<file path="src/rtl/prid_pkg.sv">
`timescale 1ns / 1ps
// ----------------------------------------------------------------------------
// prid_pkg
// Types and constants shared by the run-length image decoder modules.
// ----------------------------------------------------------------------------
package prid_pkg;

	localparam int unsigned PIXEL_W   = 20;
	localparam int unsigned CHANNEL_W = 2;
	localparam int unsigned VALUE_W   = 8;
	localparam int unsigned REPEAT_W  = 7;

	localparam logic [CHANNEL_W-1:0] LAST_CHANNEL = 2'd2;

	typedef struct packed {
		logic [PIXEL_W-1:0]   pixel;
		logic [CHANNEL_W-1:0] channel;
		logic [VALUE_W-1:0]   value;
		logic [REPEAT_W-1:0]  repeat_cnt;
		logic                 done;
		logic                 out_of_range;
	} result_t;

endpackage

</file>
<file path="src/rtl/planar_rle_image_decoder_core.sv">
`timescale 1ns / 1ps
// ----------------------------------------------------------------------------
// planar_rle_image_decoder_core
// Run-length image decoder: one compressed byte per transfer in, one pixel
// write descriptor (or image done marker) per transfer out.
//
// Channel  Direction  Handshake              Payload
// input    in         in_valid / in_ready    in_byte
// result   out        out_valid / out_ready  out_pixel, out_channel, out_value,
//                                            out_repeat, image_done, out_of_range
// config   in         cfg_we                 cfg_data (interleaved_rgb)
//
// One byte is accepted every cycle while in_ready is high; each descriptor is
// registered in the result register, or in the skid register while one waits.
// The decoder state is updated by a single layer of logic per byte.
// A two-entry output buffer lets input continue through one stalled result;
// in_ready drops only while both entries are full.
// Reset clears the decoder state and selects interleaved mode.
// ----------------------------------------------------------------------------
module planar_rle_image_decoder_core
	import prid_pkg::*;
#(
	parameter int unsigned MAX_PIXELS = 1048576
) (
	input  logic                 clk,
	input  logic                 arst_n,
	input  logic                 cfg_we,
	input  logic                 cfg_data,
	input  logic                 in_valid,
	output logic                 in_ready,
	input  logic [VALUE_W-1:0]   in_byte,
	output logic                 out_valid,
	input  logic                 out_ready,
	output logic [PIXEL_W-1:0]   out_pixel,
	output logic [CHANNEL_W-1:0] out_channel,
	output logic [VALUE_W-1:0]   out_value,
	output logic [REPEAT_W-1:0]  out_repeat,
	output logic                 image_done,
	output logic                 out_of_range
);

	logic    interleaved_q;
	logic    accept;
	logic    res_valid;
	result_t res;
	result_t out_res;

	always_ff @(posedge clk or negedge arst_n) begin
		if (!arst_n) begin
			interleaved_q <= 1'b1;
		end else if (cfg_we) begin
			interleaved_q <= cfg_data;
		end
	end

	assign accept = in_valid && in_ready;

	prid_decode #(
		.MAX_PIXELS(MAX_PIXELS)
	) u_decode (
		.clk            (clk),
		.arst_n         (arst_n),
		.accept         (accept),
		.in_byte        (in_byte),
		.interleaved_rgb(interleaved_q),
		.res_valid      (res_valid),
		.res            (res)
	);

	prid_skid u_skid (
		.clk      (clk),
		.arst_n   (arst_n),
		.push     (accept && res_valid),
		.push_data(res),
		.room     (in_ready),
		.out_valid(out_valid),
		.out_ready(out_ready),
		.out_data (out_res)
	);

	assign out_pixel    = out_res.pixel;
	assign out_channel  = out_res.channel;
	assign out_value    = out_res.value;
	assign out_repeat   = out_res.repeat_cnt;
	assign image_done   = out_res.done;
	assign out_of_range = out_res.out_of_range;

endmodule

</file>
<file path="src/rtl/prid_decode.sv">
`timescale 1ns / 1ps
// ----------------------------------------------------------------------------
// prid_decode
// Header/run/literal sequencer that turns one compressed byte into at most one
// write descriptor and keeps the channel and pixel position of the image.
// ----------------------------------------------------------------------------
module prid_decode
	import prid_pkg::*;
#(
	parameter int unsigned MAX_PIXELS = 1048576
) (
	input  logic          clk,
	input  logic          arst_n,
	input  logic          accept,
	input  logic [7:0]    in_byte,
	input  logic          interleaved_rgb,
	output logic          res_valid,
	output result_t       res
);

	localparam int unsigned POS_W = $clog2(MAX_PIXELS + 1);
	localparam logic [POS_W:0] MAX_POS = (POS_W + 1)'(MAX_PIXELS);

	localparam logic [1:0] PH_HEADER  = 2'd0;
	localparam logic [1:0] PH_RUNVAL  = 2'd1;
	localparam logic [1:0] PH_LITERAL = 2'd2;

	logic [1:0]          phase_q, phase_d;
	logic [REPEAT_W-1:0] run_len_q, run_len_d;
	logic [REPEAT_W-1:0] lit_left_q, lit_left_d;
	logic [CHANNEL_W-1:0] chan_q, chan_d;
	logic [POS_W-1:0]    pos_q, pos_d;

	logic [REPEAT_W-1:0] count;
	logic [POS_W:0]      end_pos;
	logic                past_cap;
	logic [POS_W-1:0]    next_pos;
	result_t             write_res;

	assign count    = (phase_q == PH_RUNVAL) ? run_len_q : REPEAT_W'(1);
	assign end_pos  = {1'b0, pos_q} + (POS_W + 1)'(count);
	assign past_cap = end_pos > MAX_POS;
	assign next_pos = past_cap ? MAX_POS[POS_W-1:0] : end_pos[POS_W-1:0];

	always_comb begin
		write_res              = '0;
		write_res.pixel        = PIXEL_W'(pos_q);
		write_res.channel      = interleaved_rgb ? chan_q : '0;
		write_res.value        = in_byte;
		write_res.repeat_cnt   = count;
		write_res.out_of_range = past_cap;
	end

	always_comb begin
		phase_d    = phase_q;
		run_len_d  = run_len_q;
		lit_left_d = lit_left_q;
		chan_d     = chan_q;
		pos_d      = pos_q;
		res_valid  = 1'b0;
		res        = write_res;
		unique case (phase_q)
			PH_RUNVAL: begin
				res_valid = 1'b1;
				pos_d     = next_pos;
				run_len_d = '0;
				phase_d   = PH_HEADER;
			end
			PH_LITERAL: begin
				res_valid  = 1'b1;
				pos_d      = next_pos;
				lit_left_d = lit_left_q - REPEAT_W'(1);
				if (lit_left_d == '0) begin
					phase_d = PH_HEADER;
				end
			end
			default: begin
				phase_d = PH_HEADER;
				if (in_byte == 8'd0) begin
					if (interleaved_rgb && (chan_q < LAST_CHANNEL)) begin
						chan_d = chan_q + CHANNEL_W'(1);
						pos_d  = '0;
					end else begin
						res_valid  = 1'b1;
						res        = '0;
						res.done   = 1'b1;
						run_len_d  = '0;
						lit_left_d = '0;
						chan_d     = '0;
						pos_d      = '0;
					end
				end else if (!in_byte[7]) begin
					run_len_d = in_byte[6:0];
					phase_d   = PH_RUNVAL;
				end else begin
					lit_left_d = in_byte[6:0];
					if (in_byte[6:0] != '0) begin
						phase_d = PH_LITERAL;
					end
				end
			end
		endcase
	end

	always_ff @(posedge clk or negedge arst_n) begin
		if (!arst_n) begin
			phase_q    <= PH_HEADER;
			run_len_q  <= '0;
			lit_left_q <= '0;
			chan_q     <= '0;
			pos_q      <= '0;
		end else if (accept) begin
			phase_q    <= phase_d;
			run_len_q  <= run_len_d;
			lit_left_q <= lit_left_d;
			chan_q     <= chan_d;
			pos_q      <= pos_d;
		end
	end

	// The position saturates at the capacity and never passes it.
	a_pos_capped: assert property (@(posedge clk) disable iff (!arst_n)
		{1'b0, pos_q} <= MAX_POS)
		else $error("pixel position beyond capacity");

	// The channel counter never goes past LAST_CHANNEL.
	a_chan_range: assert property (@(posedge clk) disable iff (!arst_n)
		chan_q <= LAST_CHANNEL)
		else $error("channel index out of range");

	// A done result leaves the decoder at the start of a fresh image.
	a_done_clears: assert property (@(posedge clk) disable iff (!arst_n)
		accept && res_valid && res.done |=>
			phase_q == PH_HEADER && chan_q == '0 && pos_q == '0)
		else $error("image state not cleared after done");

endmodule

</file>
<file path="src/rtl/prid_skid.sv">
`timescale 1ns / 1ps
// ----------------------------------------------------------------------------
// prid_skid
// Two-entry output buffer: a result register backed by a skid register, so
// the decoder keeps accepting while a result waits for its transfer.
// ----------------------------------------------------------------------------
module prid_skid
	import prid_pkg::*;
(
	input  logic    clk,
	input  logic    arst_n,
	input  logic    push,
	input  result_t push_data,
	output logic    room,
	output logic    out_valid,
	input  logic    out_ready,
	output result_t out_data
);

	logic    out_valid_q;
	logic    skid_valid_q;
	result_t out_q;
	result_t skid_q;

	assign room      = !skid_valid_q;
	assign out_valid = out_valid_q;
	assign out_data  = out_q;

	always_ff @(posedge clk or negedge arst_n) begin
		if (!arst_n) begin
			out_valid_q  <= 1'b0;
			skid_valid_q <= 1'b0;
		end else if (out_ready || !out_valid_q) begin
			if (skid_valid_q) begin
				out_valid_q  <= 1'b1;
				skid_valid_q <= 1'b0;
			end else begin
				out_valid_q <= push;
			end
		end else if (push) begin
			skid_valid_q <= 1'b1;
		end
	end

	always_ff @(posedge clk) begin
		if (out_ready || !out_valid_q) begin
			out_q <= skid_valid_q ? skid_q : push_data;
		end else if (push) begin
			skid_q <= push_data;
		end
	end

endmodule

</file>
<file path="config.mk">
export PLATFORM = sky130hd
export DESIGN_NAME = planar_rle_image_decoder_core
export DESIGN_NICKNAME = d
export VERILOG_FILES = /design/src/rtl/prid_pkg.sv /design/src/rtl/planar_rle_image_decoder_core.sv /design/src/rtl/prid_decode.sv /design/src/rtl/prid_skid.sv
export SDC_FILE = /design/constraint.sdc
export NUM_CORES = 1
export LEC_CHECK = 0
export BUFFER_PORTS_ARGS = -buffer_cell sky130_fd_sc_hd__buf_2
export CORE_MARGIN = 4
export CORE_UTILIZATION = 54
export DETAILED_ROUTE_END_ITERATION = 16
export HOLD_SLACK_MARGIN = 0.02
export PLACE_DENSITY = 0.73
export SKIP_CTS_REPAIR_TIMING = 1
export SLEW_MARGIN = 10
export SYNTH_ARGS = -nofsm -noshare
export SYNTH_HDL_FRONTEND = slang
export SYNTH_SLANG_ARGS = --single-unit
</file>
<file path="constraint.sdc">
create_clock -name clk -period 8.75 [get_ports clk]
set_input_delay 0.4375 -clock clk [delete_from_list [all_inputs] [get_ports clk]]
set_output_delay 0.4375 -clock clk [all_outputs]
set_load 0.03 [all_outputs]
</file>
==> metrics.md <==
| Metric | Value |
|---|---|
| Measured slew at the worst slew-check pin | `1.12 ns` |
| Compound-gate portion of the synthesized area | `15.1%` |
| Clock tree from TritonCTS | `built` |
| WL/cell | `18.0 um` |
| Routed vias | `4611` |
| IO buf count | `54` |
| Sequential Power Share | `36.5%` |
| # IOs | `55` |
| Worst hold-check path type | `input pin to asynchronous set/reset pin` |
| Pwr dens | `320 nW/um2` |
| Peak fanout along the critical path | `28` |
| Worst setup SP type | `register` |
| Max-cap violations | `0` |
| Critical Path RT | `9.07 ns` |
| Tmin final | `5.00 ns` |
| CORE AREA | `11500 um2` |
| Post-Syn Area | `6340 um2` |
| Area Growth Syn to Fin | `14.7%` |
| Antenna violations before repair | `0` |
| Clock Pin Slew Worst Setup and Hold Paths | `0.06 ns` |
| Pleak | `2.96 nW` |
| Clk Latency, worst-skew pair | `0.42 ns` |
| GRT Total Usage | `22.3%` |
| Synth Register Bits | `120` |
| Final-report setup violation count | `0` |
| Crit-path most repeated cell | `ha_1` |
| Clk_skew | `0.00759 ns` |
| Commonest non-fill, non-tap cell in the layout | `edfxtp_1` |
| R2R cell count | `15` |
| Via density per instance | `5.92` |
| Max frequency | `0.200 GHz` |
| Reg-to-reg endpoint | `u_decode.pos_q[12]$_DFFE_PN0P_` |
| Dpl cells | `747` |
| Relative slew slack | `25.4%` |
| Pre-antenna DRT Iters | `5` |
| Slew Limit Fails | `0` |
| Commonest cells after routing, fill and taps aside | `edfxtp_1 (78), nand2_1 (75), buf_2 (54), dfrtp_1 (41), nor2_1 (33)` |
| Yosys warning total | `0` |
| Netlist cell types | `67` |
| Setup tns final | `0 ns` |
| Fin crit share | `57.2%` |
| Post-synthesis xor/xnor area fraction | `2.35%` |
| Tot Pwr | `2.33 mW` |
| Clock Tree Buf Depth | `2` |
| Cell Int Power | `1.50 mW` |
| Peak supply drop | `0.000226 V` |
| Post-synth EDFFs | `78` |
| First-pass GRT wire length | `23100 um` |
| Layout cells sized above 1 | `21.5%` |
| CP endpoint kind | `register` |
| Max incr delay on CP | `0.70 ns` |
| WL final | `14000 um` |
| Hold Vio Cnt, Final | `0` |
| CTS Buf Count | `17` |
| Rows | `39` |
| Synth Area in Simple Gates | `17.0%` |
| Clock power frac | `32.0%` |
| Nets | `645` |
| Gate power share | `31.4%` |
| Worst hold slack | `0.173 ns` |
| Drt drc | `0` |
| CP Class | `register to register` |
| Main combinational cell family by area after synthesis | `simple AND/OR/NAND/NOR gates` |
| Worst path slowest cell | `ha_1` |
| Placed Area | `6640 um2` |
| Vias in the first global route | `4410` |
| Die height | `116 um` |
| DRT iter0 DRCs | `546` |
| Die Wd | `116 um` |
| Fraction of registers with async set/reset | `35.0%` |
| Global route total overflow | `0` |
| Switching part of the total | `35.5%` |
| Average instance area after synthesis | `10.7 um2` |
| CTS sink cnt | `120` |
| Largest net degree at the start of global routing | `43` |
| Post-synthesis sequential area ratio | `53.5%` |
| Final antenna-violating net count | `0` |
| Final GP Congestion | `0.950` |
| Crit path cell chain | `inv_1 -> ha_1 -> nand2b_1 -> ha_1 -> ha_1 -> a21oi_2 -> a2111oi_4 -> a21oi_2 -> o31ai_1 -> and2_1 -> o32a_1 -> or4_4 -> nor3_4 -> o21ai_2 -> o211ai_1` |
| Starting density of the core | `55.3%` |
| Post-synthesis mux area share | `6.45%` |
| RR Startpoint | `u_decode.phase_q[1]$_DFFE_PN0P_` |
| Diode count | `0` |
| Final Cell Area | `7280 um2` |
| Adder-cell area share of the yosys netlist | `1.74%` |
| RSZ-0062 raised after global routing | `false` |
| Htree depth | `4` |
| Mapped Cells | `593` |
| CP startpoint | `u_decode.phase_q[1]$_DFFE_PN0P_` |
| Die area | `13500 um2` |
| Status | `finished clean` |
| Syn nets | `615` |
| Non-Filler Instances | `779` |
| WP data arrival | `5.33 ns` |
| Fill count | `858` |
| Root Buffer Master | `clkbuf_16` |
| DPL Wire Length | `9550 um` |
| Reg2reg setup slack | `3.75 ns` |
| Ys flop type | `edfxtp_1` |
| Psw | `0.826 mW` |
==> through the flow <==
step	util (%)	worst slack (ns)
4_1_cts	63.4	3.78
2_1_floorplan	-	4.66
6_report	63.4	3.75
3_5_place_dp	57.9	3.79
5_1_grt	63.4	3.48
3_3_place_gp	57.9	4.01
==> power groups by stage <==
stage,clock (mW),combinational [mW],sequential [mW]
finish,0.746,0.732,0.850
detailed placement,0,0.730,0.860
floorplan,0,0.480,0.930
CTS,0.755,0.733,0.850
global route,0.783,0.809,0.869
global placement,0,0.716,0.852
==> worst max-delay path: cells and delay by family, from the launching register on <==
family / cells / cell delay, ns
flops: 1 / 0.38
fa+ha+maj: 3 / 1.23
simple gates: 4 / 1.48
compound gates: 7 / 1.73
buf+inv: 1 / 0.07
==> per-layer routing <==
metal / part of all wire, % / vias up / GRT usage (%)
met3: 6.2 / 26 / 5.08
met1: 46 / 2199 / 31.4
met5: 0 / - / 0
met2: 46 / 156 / 34.0
li1: - / 2230 / -
met4: 1.7 / 0 / 7.89
==> final cells by class <==
type,count,area (um2),area share (%)
Tap cell,143,179,2.46
Clock buffer,18,429,5.90
Clock inverter,14,204,2.80
Inverter,13,48.8,0.671
Timing Repair Buffer,59,308,4.23
Sequential cell,120,3390,46.7
Multi-Input combinational cell,412,2710,37.3
==> worst max-delay path by stage <==
stage | to | slack [ns]
final | u_decode.pos_q[12]$_DFFE_PN0P_ | 3.75
after global routing | u_decode.pos_q[12]$_DFFE_PN0P_ | 3.48
after CTS | u_decode.pos_q[12]$_DFFE_PN0P_ | 3.78
after detailed placement | u_decode.pos_q[12]$_DFFE_PN0P_ | 3.79
after global placement | u_decode.pos_q[7]$_DFFE_PN0P_ | 4.01
after floorplan | u_skid.skid_q[0]$_DFFE_PP_ | 4.66
==> synth_stat cells (all sizes together) (3+ instances only) <==
cell     n  area [um2]
a31oi    3        33.8
o21ai   33         169
o22ai   10        62.6
or4      3        26.3
and2    30         190
nor3    18         101
mux2    31         349
nand2   75         282
clkbuf  39         146
o21a     3        22.5
inv     11        41.3
nand3   14        70.1
a31o     3        26.3
nand2b  14        87.6
o31ai   14         105
a21o     6        45.0
o211ai  18         150
buf      9        51.3
a21oi   22         121
nor2b    3        18.8
o211a    4        40.0
dfrtp   41        1030
edfxtp  78        2340
and3     5        31.3
nor2    33         124
mux2i    6        60.1
nand4    6        37.5
xor2     6        52.6
ha       8         100
xnor2   11        96.3
==> registers in the layout, summed over array words and instances, names as in the netlist <==
signal,flops
u_skid.out_data,39
u_skid.skid_q,39
u_decode.pos_q,21
u_decode.lit_left_q,7
u_decode.run_len_q,7
u_decode.chan_q,2
u_decode.phase_q,2
interleaved_q,1
u_skid.out_valid,1
u_skid.skid_valid_q,1
==> cell families (layout without fill, tap and decap cells) <==
family                     count (synthesis)  count (layout)
and+or+nand+nor                          215             215
AOI/OAI and AO/OA                        134             134
DFF                                      120             120
buffers and inverters                     61             104
muxes                                     37              37
xor gates and xnor gates                  17              17
adders and majority gates                  9               9
No activity file was read; power rests on OpenSTA's default activity.
